$ cat config.mk
export PLATFORM = sky130hd
export DESIGN_NAME = sum8_frame_receiver_flat
export DESIGN_NICKNAME = d
export VERILOG_FILES = /design/src/rtl/sfr_pkg.sv /design/src/rtl/sfr_if.sv /design/src/rtl/sfr_parser.sv /design/src/rtl/sfr_out_stage.sv /design/src/rtl/sum8_frame_receiver.sv /design/src/flat_wrapper.sv
export SDC_FILE = /design/constraint.sdc
export NUM_CORES = 1
export LEC_CHECK = 0
export BUFFER_PORTS_ARGS = -buffer_cell sky130_fd_sc_hd__clkbuf_2
export CAP_MARGIN = 20
export CORE_MARGIN = 2
export CORE_UTILIZATION = 62
export CTS_BUF_LIST = sky130_fd_sc_hd__clkbuf_8
export DETAILED_ROUTE_END_ITERATION = 12
export PLACE_DENSITY = 0.83
export REMOVE_ABC_BUFFERS = 1
export SKIP_LAST_GASP = 1
export SLEW_MARGIN = 20
export SYNTH_ARGS = -nofsm -noshare
export SYNTH_HDL_FRONTEND = slang
export SYNTH_SLANG_ARGS = --single-unit
$ cat constraint.sdc
create_clock -name clock -period 8.65 [get_ports clock]
set_input_delay 1.73 -clock clock [delete_from_list [all_inputs] [get_ports clock]]
set_output_delay 1.73 -clock clock [all_outputs]
set_load 0.02 [all_outputs]
$ cat src/rtl/sfr_pkg.sv
// Package with the shared types and constants of the sum8 frame receiver.
package sfr_pkg;

   localparam int MAX_PAYLOAD = 256;
   localparam int CNT_W       = (MAX_PAYLOAD > 2) ? $clog2(MAX_PAYLOAD) : 1;

   localparam logic [7:0] HDR_FIRST  = 8'h55;
   localparam logic [7:0] HDR_SECOND = 8'hAA;
   localparam logic [7:0] HDR_SUM    = 8'(HDR_FIRST + HDR_SECOND);

   typedef enum logic [1:0] {
      KIND_PAYLOAD  = 2'd0,
      KIND_OK       = 2'd1,
      KIND_CSUM_ERR = 2'd2,
      KIND_LEN_ERR  = 2'd3
   } kind_type;

   typedef enum logic [2:0] {
      PH_HUNT    = 3'd0,
      PH_VERSION = 3'd1,
      PH_COMMAND = 3'd2,
      PH_LEN_HI  = 3'd3,
      PH_LEN_LO  = 3'd4,
      PH_PAYLOAD = 3'd5,
      PH_CHECK   = 3'd6
   } phase_type;

   typedef struct packed {
      kind_type    kind;
      logic [7:0]  data;
      logic [7:0]  byte_index;
      logic [7:0]  version;
      logic [7:0]  command;
      logic [15:0] frame_length;
      logic [7:0]  computed_sum;
   } rsp_payload_type;

   typedef struct packed {
      logic            valid;
      rsp_payload_type payload;
   } result_type;

endpackage

$ cat src/rtl/sfr_if.sv
// Channel interfaces of the sum8 frame receiver: byte requests and result items.
interface sfr_req_if;
   logic       valid;
   logic       ready;
   logic [7:0] rx_byte;

   modport source (output valid, output rx_byte, input ready);
   modport sink   (input valid, input rx_byte, output ready);
endinterface

interface sfr_rsp_if;
   logic                valid;
   logic                ready;
   sfr_pkg::kind_type   kind;
   logic [7:0]          data;
   logic [7:0]          byte_index;
   logic [7:0]          version;
   logic [7:0]          command;
   logic [15:0]         frame_length;
   logic [7:0]          computed_sum;

   modport source (output valid, output kind, output data, output byte_index,
                   output version, output command, output frame_length,
                   output computed_sum, input ready);
   modport sink   (input valid, input kind, input data, input byte_index,
                   input version, input command, input frame_length,
                   input computed_sum, output ready);
endinterface

$ cat src/rtl/sfr_parser.sv
// Frame parser: header hunt, header fields, payload forwarding and checksum compare.
module sfr_parser (
   input  logic               clock,
   input  logic               reset,
   input  logic               accept,
   input  logic [7:0]         rx_byte,
   output sfr_pkg::result_type result
);
   import sfr_pkg::*;

   phase_type          phase_ff, phase_in;
   logic [7:0]         prev_ff, prev_in;
   logic [7:0]         version_ff, version_in;
   logic [7:0]         command_ff, command_in;
   logic [15:0]        length_ff, length_in;
   logic [CNT_W-1:0]   count_ff, count_in;
   logic [7:0]         sum_ff, sum_in;
   logic [15:0]        count_wide;
   logic [15:0]        count_next;

   assign count_wide = 16'(count_ff);
   assign count_next = count_wide + 16'd1;

   always_comb begin
      phase_in   = phase_ff;
      prev_in    = prev_ff;
      version_in = version_ff;
      command_in = command_ff;
      length_in  = length_ff;
      count_in   = count_ff;
      sum_in     = sum_ff;
      result.valid        = 1'b0;
      result.payload.kind = KIND_PAYLOAD;
      result.payload.data = 8'd0;
      result.payload.byte_index = 8'd0;

      unique case (phase_ff)
         PH_VERSION: begin
            version_in = rx_byte;
            sum_in     = sum_ff + rx_byte;
            phase_in   = PH_COMMAND;
         end
         PH_COMMAND: begin
            command_in = rx_byte;
            sum_in     = sum_ff + rx_byte;
            phase_in   = PH_LEN_HI;
         end
         PH_LEN_HI: begin
            length_in = {rx_byte, 8'd0};
            sum_in    = sum_ff + rx_byte;
            phase_in  = PH_LEN_LO;
         end
         PH_LEN_LO: begin
            length_in = {length_ff[15:8], rx_byte};
            sum_in    = sum_ff + rx_byte;
            count_in  = '0;
            if (length_in >= 16'(MAX_PAYLOAD)) begin
               result.valid        = 1'b1;
               result.payload.kind = KIND_LEN_ERR;
               prev_in             = 8'd0;
               phase_in            = PH_HUNT;
            end else if (length_in == 16'd0) begin
               phase_in = PH_CHECK;
            end else begin
               phase_in = PH_PAYLOAD;
            end
         end
         PH_PAYLOAD: begin
            sum_in                    = sum_ff + rx_byte;
            result.valid              = 1'b1;
            result.payload.kind       = KIND_PAYLOAD;
            result.payload.data       = rx_byte;
            result.payload.byte_index = count_wide[7:0];
            count_in                  = count_next[CNT_W-1:0];
            if (count_next >= length_ff) begin
               phase_in = PH_CHECK;
            end
         end
         PH_CHECK: begin
            result.valid        = 1'b1;
            result.payload.kind = (rx_byte == sum_ff) ? KIND_OK : KIND_CSUM_ERR;
            result.payload.data = rx_byte;
            prev_in             = 8'd0;
            phase_in            = PH_HUNT;
         end
         default: begin
            // Header hunt; the unused phase code behaves the same way.
            if (prev_ff == HDR_FIRST && rx_byte == HDR_SECOND) begin
               sum_in   = HDR_SUM;
               phase_in = PH_VERSION;
            end else begin
               phase_in = PH_HUNT;
            end
            prev_in = rx_byte;
         end
      endcase

      result.valid                = result.valid & accept;
      result.payload.version      = version_in;
      result.payload.command      = command_in;
      result.payload.frame_length = length_in;
      result.payload.computed_sum = sum_in;
   end

   always_ff @(posedge clock) begin
      if (reset) begin
         phase_ff   <= PH_HUNT;
         prev_ff    <= 8'd0;
         version_ff <= 8'd0;
         command_ff <= 8'd0;
         length_ff  <= 16'd0;
         count_ff   <= '0;
         sum_ff     <= 8'd0;
      end else if (accept) begin
         phase_ff   <= phase_in;
         prev_ff    <= prev_in;
         version_ff <= version_in;
         command_ff <= command_in;
         length_ff  <= length_in;
         count_ff   <= count_in;
         sum_ff     <= sum_in;
      end
   end

   // A frame end leaves the block hunting with a cleared previous byte.
   a_frame_end_clears: assert property (@(posedge clock) disable iff (reset)
      (result.valid && result.payload.kind != KIND_PAYLOAD)
         |=> (phase_ff == PH_HUNT && prev_ff == 8'd0))
      else $error("frame end did not return to header hunt");

   // Payload positions stay below the declared length.
   a_count_in_range: assert property (@(posedge clock) disable iff (reset)
      (phase_ff == PH_PAYLOAD) |-> (count_wide < length_ff))
      else $error("payload count reached the declared length");

endmodule

$ cat src/rtl/sfr_out_stage.sv
// Result register with a skid entry, so a byte can be taken while a result waits.
module sfr_out_stage (
   input  logic                     clock,
   input  logic                     reset,
   input  sfr_pkg::result_type      push,
   output logic                     up_ready,
   output logic                     dn_valid,
   input  logic                     dn_ready,
   output sfr_pkg::rsp_payload_type dn_payload
);
   import sfr_pkg::*;

   logic            main_valid_ff, skid_valid_ff;
   rsp_payload_type main_ff, skid_ff;
   logic            pop;

   assign up_ready   = !skid_valid_ff;
   assign dn_valid   = main_valid_ff;
   assign dn_payload = main_ff;
   assign pop        = main_valid_ff && dn_ready;

   always_ff @(posedge clock) begin
      if (reset) begin
         main_valid_ff <= 1'b0;
         skid_valid_ff <= 1'b0;
      end else if (skid_valid_ff) begin
         if (pop) begin
            main_valid_ff <= 1'b1;
            skid_valid_ff <= 1'b0;
         end
      end else if (!main_valid_ff || pop) begin
         main_valid_ff <= push.valid;
      end else if (push.valid) begin
         skid_valid_ff <= 1'b1;
      end
   end

   always_ff @(posedge clock) begin
      if (skid_valid_ff) begin
         if (pop) begin
            main_ff <= skid_ff;
         end
      end else if (!main_valid_ff || pop) begin
         main_ff <= push.payload;
      end else if (push.valid) begin
         skid_ff <= push.payload;
      end
   end

   // The skid entry only fills behind a waiting result.
   a_skid_behind_main: assert property (@(posedge clock) disable iff (reset)
      skid_valid_ff |-> main_valid_ff)
      else $error("skid entry valid without a result in the main register");

   // The parser never offers a result while the skid entry is full.
   a_no_push_when_full: assert property (@(posedge clock) disable iff (reset)
      skid_valid_ff |-> !push.valid)
      else $error("result offered while the output stage was full");

endmodule

$ cat src/rtl/sum8_frame_receiver.sv
// Top level of the sum8 frame receiver: byte channel in, frame result channel out.
//
// The block takes one serial byte per transfer on req_bus and hunts for the
// header 0x55 0xAA. It then reads version, command and a big-endian 16-bit
// length, forwards each payload byte as a result transfer with its index, and
// closes the frame with an ok or checksum-error result that carries the
// received checksum byte and the modulo-256 sum of header and payload.
// A declared length of MAX_PAYLOAD or more closes the frame at once with a
// length-error result. The receiver keeps or drops forwarded bytes on the
// final status. Bytes that cause no result (header bytes) give no transfer.
//
// Throughput is one byte per cycle while the skid entry is not full. A result
// is registered in the output register that drives rsp_bus, or in the skid
// entry while an earlier result still waits there.
// When the receiver stalls, the waiting result holds in the output register
// and one more result goes into a skid entry; req_bus.ready drops only while
// that skid entry is full, and rises again in the cycle after rsp_bus takes
// the waiting result, when the skid entry moves into the output register.
// Reset (synchronous, active high) empties both entries, returns the parser
// to header hunt and clears all held header fields and the running sum.
module sum8_frame_receiver (
   input  logic            clock,
   input  logic            reset,
   sfr_req_if.sink         req_bus,
   sfr_rsp_if.source       rsp_bus
);
   import sfr_pkg::*;

   result_type      result;
   rsp_payload_type out_payload;
   logic            stage_ready;
   logic            accept;

   assign req_bus.ready = stage_ready;
   assign accept        = req_bus.valid && stage_ready;

   // Parser updates its state on every accepted byte transfer.
   sfr_parser u_parser (
      .clock   (clock),
      .reset   (reset),
      .accept  (accept),
      .rx_byte (req_bus.rx_byte),
      .result  (result)
   );

   // Output register plus skid entry decouple the two channels.
   sfr_out_stage u_out_stage (
      .clock      (clock),
      .reset      (reset),
      .push       (result),
      .up_ready   (stage_ready),
      .dn_valid   (rsp_bus.valid),
      .dn_ready   (rsp_bus.ready),
      .dn_payload (out_payload)
   );

   assign rsp_bus.kind         = out_payload.kind;
   assign rsp_bus.data         = out_payload.data;
   assign rsp_bus.byte_index   = out_payload.byte_index;
   assign rsp_bus.version      = out_payload.version;
   assign rsp_bus.command      = out_payload.command;
   assign rsp_bus.frame_length = out_payload.frame_length;
   assign rsp_bus.computed_sum = out_payload.computed_sum;

endmodule

$ cat src/flat_wrapper.sv
// flat-port wrapper written by rule: the top's interface ports become plain ports
module sum8_frame_receiver_flat import sfr_pkg::*;
  (clock, reset, req_bus_valid, req_bus_rx_byte, req_bus_ready, rsp_bus_valid, rsp_bus_kind, rsp_bus_data, rsp_bus_byte_index, rsp_bus_version, rsp_bus_command, rsp_bus_frame_length, rsp_bus_computed_sum, rsp_bus_ready);
  sfr_req_if req_bus_i ();
  sfr_rsp_if rsp_bus_i ();
  input  logic clock;
  input  logic reset;
  input wire logic [$bits(req_bus_i.valid)-1:0] req_bus_valid;
  input wire logic [$bits(req_bus_i.rx_byte)-1:0] req_bus_rx_byte;
  output wire logic [$bits(req_bus_i.ready)-1:0] req_bus_ready;
  output wire logic [$bits(rsp_bus_i.valid)-1:0] rsp_bus_valid;
  output wire logic [$bits(rsp_bus_i.kind)-1:0] rsp_bus_kind;
  output wire logic [$bits(rsp_bus_i.data)-1:0] rsp_bus_data;
  output wire logic [$bits(rsp_bus_i.byte_index)-1:0] rsp_bus_byte_index;
  output wire logic [$bits(rsp_bus_i.version)-1:0] rsp_bus_version;
  output wire logic [$bits(rsp_bus_i.command)-1:0] rsp_bus_command;
  output wire logic [$bits(rsp_bus_i.frame_length)-1:0] rsp_bus_frame_length;
  output wire logic [$bits(rsp_bus_i.computed_sum)-1:0] rsp_bus_computed_sum;
  input wire logic [$bits(rsp_bus_i.ready)-1:0] rsp_bus_ready;
  assign req_bus_i.valid = req_bus_valid;
  assign req_bus_i.rx_byte = req_bus_rx_byte;
  assign req_bus_ready = req_bus_i.ready;
  assign rsp_bus_valid = rsp_bus_i.valid;
  assign rsp_bus_kind = rsp_bus_i.kind;
  assign rsp_bus_data = rsp_bus_i.data;
  assign rsp_bus_byte_index = rsp_bus_i.byte_index;
  assign rsp_bus_version = rsp_bus_i.version;
  assign rsp_bus_command = rsp_bus_i.command;
  assign rsp_bus_frame_length = rsp_bus_i.frame_length;
  assign rsp_bus_computed_sum = rsp_bus_i.computed_sum;
  assign rsp_bus_i.ready = rsp_bus_ready;
  sum8_frame_receiver u_core (.clock(clock), .reset(reset), .req_bus(req_bus_i), .rsp_bus(rsp_bus_i));
endmodule
* Word level (Yosys, flattened, before mapping)
Cells that the tools add are included.
Widths: inputs -> output; s select.
** Operators by class
- $add $sub $neg :: 2
- Order comparisons :: 2
- Equal/unequal tests :: 12
- Mux-type cells :: 28
- Bitwise logic cells :: 4
- Reductions and logical operators :: 17
** Operators by type and width (number)
- $mux 58 :: 3
- $mux 8 :: 6
- $pmux 16 s2 :: 1
- $pmux 8 s2 :: 2
- $pmux 8 s3 :: 1
- $pmux 3 s6 :: 1
- $ge 16x16->1 :: 1
- $ge 16x9->1 const B :: 1
- $logic_not 16->1 :: 1
- $add 8x1->9 const B :: 1
- $eq 3x3->1 const B :: 3
- $mux 3 :: 3
- $pmux 3 s3 :: 1
- $add 8x8->8 :: 1
- $eq 8x7->1 const B :: 1
- $eq 8x8->1 :: 1
- $eq 8x8->1 const B :: 1
- $mux 1 :: 8
- $eq 3x2->1 const B :: 2
- $reduce_and 2->1 :: 3
- $reduce_and 3->1 :: 2
- $reduce_or 5->1 :: 1
- $mux 2 :: 2
- $ne 2x2->1 const B :: 2
- other kinds (10) :: 16
** Storage, ports and cells
- Bits in registers :: 177
- Bits of input ports :: 12
- Output and inout port bits :: 60
- Logic and storage cells :: 88

* Depth between registers and ports, before layout
Gate-level depths: netlist (run 1).
- Word-level depth :: 7
- Depth in mapped cells :: 11
- Depth with buffers taken out :: 11

* Cells and area by module
A second synthesis (run 1) with hierarchy kept.
** Second synthesis, totals
- Cell total of the unflattened synthesis :: 642
- Area total of the unflattened synthesis :: 8353.0 um^2
** Modules (own cells, without submodules)
- sfr_out_stage :: instances 1, cells each 193, area an instance 4595.7 um^2
- sfr_parser :: instances 1, cells each 448, area an instance 3751.1 um^2
- sum8_frame_receiver :: instances 1, cells each 1, area an instance 6.3 um^2

* Worst setup path after synthesis (run 1)
Ideal clock, no wire load.
- Path type :: input to register
- From :: input port req_bus_valid
- To :: register u_core.u_out_stage.skid_ff[0] (netlist name), enable pin
- Library setup time :: 0.558 ns
- Data arrival time :: 6.662 ns
- Required time :: 8.092 ns
- Slack :: 1.429 ns
- Cell stages on the path :: 5
- Buffers on the path :: 2
- Cells stage by stage :: nor2b_1 buf_2 buf_1 nand2_1 nor3b_1
** Between the ends
- Longest elaborated chain between the ends :: 3
** Ends and longest elaborated chain
- start, declared :: RTL line flat_wrapper.sv:8 : input wire logic [$bits(req_bus_i.valid)-1:0] req_bus_valid;
- $logic_and 1x1->1 :: RTL line sum8_frame_receiver.sv:35 : assign accept = req_bus.valid && stage_ready;
- $and 1x1->1 :: RTL line sfr_parser.sv:98 : result.valid = result.valid & accept;
- $reduce_and 3->1 (no line)
- end signal, assigned :: RTL line sfr_out_stage.sv:46 : skid_ff <= push.payload;
- end, declared :: RTL line sfr_out_stage.sv:14 : rsp_payload_type main_ff, skid_ff;
No other way between the ends.
A chain may end at the register's enable or synchronous reset.

==> run metrics, run 1 <==
Synth Instances=645; post-synth top area cell=edfxtp_1; Worst Skew=12.7 ps; routed wire length=16500 um; EDFF count, synth=116; P_leak=0.00365 uW; number of global-route vias before repair=5201; CP Launch Type=input pin; global route overflow=0; post-DR wirelength/cell=18.5 um; predominant post-synthesis flop cell=edfxtp_1; CTS resizes=0; GP Congestion=0.859; peak supply drop=0.000125 V; setup ws final=5060 ps; critical path arrival=3800 ps; peak fanout along the critical path=8; H-tree Lvls=4; Core ar.=12500 um^2; Setup TNS Final=0 ps; r2r setup slk=5530 ps; initial antenna violation count=0; # IOs=72; share of cells above drive strength 1=27.9%; Synth area leaders=edfxtp_1 44%, dfxtp_1 16%, mux2_2 12%; Critical Path RT=8860 ps; first-pass GRT wire length=26700 um; # setup viols final=0; Synth warnings=0; Top Layer Used=met4; async set or reset register ratio after synthesis=0%; die width=117 um; crit share post-route=41.5%; unrepaired setup endpoints after global routing=no; FILL cells=877; Core Util, Final=69.9%; worst r2r src=u_core.u_parser.phase_ff[2]; Initial DRC Count=368; CTS tree=yes; syn_area_per_cell=12.2 um^2; Antenna Cells=0; Placement Setup Slack=4600 ps; Slew @ Worst Pin=937 ps; max_cap viols=0; Initial Util=62.8%; Hold Vio Cnt, Final=0; DRT Pass-1 Iters=5; kind of critical path=in2reg; Root Buffer=clkbuf_8; wire length on met3=913 um; Peak Freq=0.278 GHz; Total GRT Usage=25.9%; sequential element share of the synthesized area=59.9%; met2 WL=7890 um; Num CTS Buffers=17; row cnt=41; HP Class=reg2reg; port buffer count=71; synth unique cells=54; clock-pin slew on the worst setup and hold paths=80 ps; largest net degree at the start of global routing=62; worst hold path stage count=2; M1 wire length=7460 um; PwrDens=196 nW/um^2; WHS Endpoint=u_core.u_parser.prev_ff[0]; P&R area growth vs syn=11.3%; Post-CTS Setup Inserts=0; reg2reg end=u_core.u_out_stage.skid_ff[24]; Max Root-Sink Buffers=2; reg2reg path depth=7; post-route ant nets=0; outcome=completed; min cycle time layout=3590 ps; drt drc=0; Seq cells post-synth=177; vias=5282; die area=13600 um^2; max-slew violation count=0; Slew HR=37.3%; clock sinks=177; worst hold start=u_core.u_parser.prev_ff[0]; WHS=453 ps; area of the mapped netlist=7860 um^2; post-cts hold buffer count=0; Worst Setup End Kind=register; Final HPWL DP=10600 um; latest clock arrival within the worst-skew pair=460 ps; Die Height=117 um; Avg Vias per Cell=5.90; top-area cell type share of the netlist area=44.3%; Final Net Count=740
-- cell usage after synthesis (all sizes together), types with 3 or more instances --
cell / n
and2: 8
and3: 13
and4: 3
nand3: 19
nor2b: 4
a21o: 4
dfxtp: 61
a22o: 8
inv: 14
ha: 17
clkbuf: 22
nand3b: 3
xor2: 8
xnor2: 5
buf: 11
o21ai: 14
nand2: 27
a211oi: 12
nor3: 32
mux2: 83
nor2: 88
a22oi: 6
edfxtp: 116
a21oi: 29
nor4: 5
o21a: 5
-- per-stage QoR --
| stage | std cells | instance area (um^2) | total power (uW) |
|---|---|---|---|
| after global routing | 895 | 8750 | 1790 |
| after floorplan | 612 | 7720 | 1120 |
| final | 895 | 8750 | 1720 |
| after global placement | 863 | 8370 | 1180 |
| after CTS | 895 | 8750 | 1730 |
| after detailed placement | 863 | 8370 | 1190 |
-- logic make-up (layout without fill, tap and decap cells) --
kind of cell               Yosys count  count (layout)  share of synthesized area, %
AOI/OAI and AO/OA                   90              90                          7.66
xor gates and xnor gates            13              13                          1.45
adders and majority gates           18              18                          2.96
buffers and inverters               48             126                          2.47
DFF                                177             177                          59.9
muxes                               85              85                          12.2
and+or+nand+nor                    214             214                          13.4
-- sequential cells by signal (all words and copies together) (netlist names) --
register,flops
u_core.u_parser.prev_ff,8
u_core.u_parser.length_ff,16
u_core.u_parser.version_ff,8
u_core.u_parser.phase_ff,3
u_core.u_parser.count_ff,8
u_core.u_out_stage.skid_ff,58
u_core.u_out_stage.skid_valid_ff,1
u_core.u_parser.sum_ff,8
u_core.u_parser.command_ff,8
u_core.u_out_stage.dn_valid,1
u_core.u_out_stage.dn_payload,58
-- cell type report --
| cell class | instances | area [um^2] | share of cell area (%) |
|---|---|---|---|
| clock buffer | 17 | 234 | 2.67 |
| clock inverter | 15 | 145 | 1.66 |
| inverter | 15 | 56.3 | 0.644 |
| multi-input combinational | 420 | 2980 | 34.0 |
| sequential | 177 | 4700 | 53.8 |
| tap | 172 | 215 | 2.46 |
| timing repair buffer | 79 | 415 | 4.75 |
-- cell usage in the layout, fill, tap and decap left out, types with 4 or more instances in the layout --
cell type | netlist | layout
a211oi_1 | 12 | 12
a21o_1 | 4 | 4
a21oi_1 | 29 | 29
a22o_1 | 8 | 8
a22oi_1 | 6 | 6
and2_1 | 8 | 8
and3_1 | 13 | 13
buf_4 | 1 | 8
clkbuf_2 | 0 | 71
clkbuf_8 | 0 | 17
dfxtp_1 | 61 | 61
edfxtp_1 | 116 | 116
ha_1 | 17 | 17
inv_1 | 14 | 23
mux2_2 | 83 | 83
nand2_1 | 27 | 27
nand3_1 | 19 | 19
nor2_1 | 85 | 85
nor3_1 | 31 | 31
o21a_1 | 5 | 5
o21ai_0 | 13 | 12
xnor2_1 | 5 | 5
xor2_1 | 8 | 8
-- worst max-delay path, cell delays in order --
cell      delay [ps]
clkbuf_2         190
ha_1             290
fa_1             440
a211oi_1         240
o21bai_1         100
a21oi_1          190
xor2_1           160
o21ai_0          140
mux2_2           310
-- metal layers --
metal  vias to the layer above  global-route usage (%)
li1                       2498                       -
met5                         -                       0
met4                         0                    9.80
met2                       182                    40.6
met3                        25                    5.55
met1                      2577                    36.0
-- power by group --
part	switching, uW	internal, uW	total [uW]
clock network	270	276	546
registers	21.7	942	964
logic	127	79.6	207
total	419	1300	1720
-- worst max path at each step --
stage,start,to,slack (ps),cells after the start
floorplan,req_bus_valid,u_core.u_out_stage.skid_ff[0],650,3
global placement,req_bus_rx_byte[0],u_core.u_out_stage.dn_payload[6],4630,9
detailed placement,req_bus_rx_byte[0],u_core.u_out_stage.dn_payload[6],4600,9
CTS,req_bus_rx_byte[0],u_core.u_out_stage.dn_payload[6],5090,9
global route,req_bus_rx_byte[0],u_core.u_out_stage.dn_payload[6],4950,9
finish,req_bus_rx_byte[0],u_core.u_out_stage.dn_payload[6],5060,9
(Power assumes the default switching activity.)
==> run 2: changes to the inputs <==
Settings changed: ABC_AREA set to 1, CORE_UTILIZATION 62 to 56, PLACE_DENSITY 0.83 to 0.79.
Clock period 8.65 ns to 2.89 ns, I/O delays scaled along.
==> run metrics, run 2 <==
outcome=completed; H-tree Lvls=4 (unchanged); Hold Vio Cnt, Final=0 (unchanged); async set or reset register ratio after synthesis=0% (unchanged); Switching Fraction=26.3% (+1.9 points); GP Congestion=0.880 (+2.5%); global route overflow=0 (unchanged); # IOs=72 (unchanged); Antenna Cells=0 (unchanged); CP Cell Sequence=ha_1, nand3_1, nand3b_1, xor2_1, inv_1, ha_1, nand2_1, nor2_1, nand4_1, nand3_1, nand2_1, nand2_1, nand2_1, o21ai_0, inv_1; slowest CP cell=dfxtp_1; Post-CTS Setup Inserts=0 (unchanged); EDFF count, synth=116 (unchanged); Sw Pwr=1410 uW (+240%); clock sinks=177 (unchanged); post-cts hold buffer count=0 (unchanged); Setup TNS Final=0 ps (unchanged); post-synth top area cell=edfxtp_1; Initial Util=57.3% (-5.4 points); top-area cell type share of the netlist area=44.0% (-0.39 points); largest net degree at the start of global routing=69 (+11%); Synth warnings=0 (unchanged); CTS tree=yes; Core Util, Final=64.5% (-5.4 points); most frequent cells in the layout=269 x nand2_1, 124 x inv_1, 116 x edfxtp_1; CP most frequent cell=nand2_1; HP Class=in2reg; kind of critical path=reg2reg; Critical Path RT=3260 ps (-5600 ps); P_leak=0.00423 uW (+16%); predominant post-synthesis flop cell=edfxtp_1; Synth top cells by count=270 x nand2_1, 120 x inv_1, 116 x edfxtp_1; PwrDens=600 nW/um^2 (+210%); Placement Setup Slack=548 ps (-4060 ps); setup ws final=506 ps (-4550 ps); crit share post-route=82.5%; Core ar.=13800 um^2 (+10%); Avg Vias per Cell=5.32 (-9.9%); peak supply drop=0.000309 V (+150%); first-pass GRT wire length=26900 um (+0.80%); drt drc=0 (unchanged); Final HPWL DP=11100 um (+4.2%); min cycle time layout=2380 ps; clock power share=32.0% (+0.2 points); max incr delay on CP=410 ps (-30 ps); post-route ant nets=0 (unchanged); syn_area_per_cell=8.82 um^2 (-28%); critical path arrival=2750 ps (-1050 ps); P&R area growth vs syn=12.5%; share of cells above drive strength 1=12.7% (-15 points); row cnt=43 (+4.9%); number of global-route vias before repair=5457 (+4.9%); routed wire length=16600 um (+0.53%); post-DR wirelength/cell=14.3 um (-23%); CP Launch Type=register; most common cell after layout, fill and taps aside=nand2_1; Power, Total=5350 uW (+210%); Flop pwr share=54.4% (-1.8 points); # setup viols final=0 (unchanged); Worst Skew=13.5 ps (+0.753 ps); Peak Freq=0.419 GHz; Slew HR=55.5% (+18 points); initial antenna violation count=0 (unchanged); Slew @ Worst Pin=667 ps (-271 ps); peak fanout along the critical path=5 (-3); Die Height=123 um (+5.5%); Seq cells post-synth=177 (unchanged); latest clock arrival within the worst-skew pair=460 ps (about the same); Synth Instances=899 (+39%); die area=15100 um^2 (+11%); Synth area leaders=edfxtp_1 44%, dfxtp_1 15%, nand2_1 13%; Total GRT Usage=23.3% (-2.6 points); port buffer count=71 (unchanged); Max Root-Sink Buffers=2 (unchanged); Num CTS Buffers=17 (unchanged); die width=123 um (+5.5%); synth unique cells=30 (-44%); area of the mapped netlist=7930 um^2 (+0.88%); Root Buffer=clkbuf_8; unrepaired setup endpoints after global routing=no; sequential element share of the synthesized area=59.4% (-0.52 points); DRT Pass-1 Iters=5 (unchanged); CTS resizes=0 (unchanged); max-slew violation count=0 (unchanged); Worst Setup End Kind=register; vias=6181 (+17%); clock-pin slew on the worst setup and hold paths=90 ps (about the same); Initial DRC Count=675 (+83%); cell with the most instances after synthesis=nand2_1; Final Net Count=999 (+35%); Comb pwr share=13.6% (+1.6 points); cell internal pwr=3940 uW (+200%); max_cap viols=0 (unchanged)
==> run 2: worst max-delay path: cells and delay by family, from the launching register on <==
kind / cells / cell delay (ps)
buf+inv: 2 / 120
fa+ha+maj: 2 / 470
compound gates: 1 / 160
xor+xnor: 1 / 150
simple gates: 9 / 960
flops: 1 / 410
==> run 2: kinds of logic after synthesis <==
kind of cell / count (synthesis) / synth area share, %
buf+inv: 160 / 7.69
compound gates: 146 / 9.69
simple gates: 392 / 19.7
fa+ha+maj: 18 / 2.94
flops: 177 / 59.4
xor+xnor: 6 / 0.663
==> run 2: power by group through the flow <==
stage	clock network, uW	registers (uW)	logic [uW]
final	1710	2910	726
after global placement	0	2970	701
after floorplan	0	3090	360
after CTS	1740	2910	723
after global routing	1840	2930	811
after detailed placement	0	2970	717
==> run 2: worst paths after layout <==
kind	from	end	slack [ps]	depth (start not counted)
worst min register to register	u_core.u_parser.prev_ff[2]	u_core.u_parser.prev_ff[2]	470	2
worst max-delay path	u_core.u_parser.count_ff[0]	u_core.u_parser.phase_ff[2]	510	15
worst min-delay path	req_bus_rx_byte[2]	u_core.u_parser.prev_ff[2]	450	3
worst max register to register	u_core.u_parser.count_ff[0]	u_core.u_parser.phase_ff[2]	510	15
==> run 2: per-layer routing <==
layer	track usage (%)	up-vias	wire, um
met4	8.55	0	248
li1	-	3066	-
met2	36.5	215	7730
met3	4.43	19	1100
met1	32.6	2881	7550
met5	0	-	0
==> run 2: final cells by class <==
type	instances	area [um^2]
Inverter	127	477
Tap cell	180	225
Multi-Input combinational cell	562	2630
Clock inverter	14	151
Sequential cell	177	4710
Clock buffer	18	248
Fill cell	1121	4910
Timing Repair Buffer	84	478
==> run 2: metrics by stage <==
stage	hold WS (ps)	instance area, um^2	cells
detailed placement	457	8520	1130
finish	454	8920	1162
floorplan	428	7790	866
global placement	451	8520	1130
CTS	431	8920	1162
global route	460	8920	1162
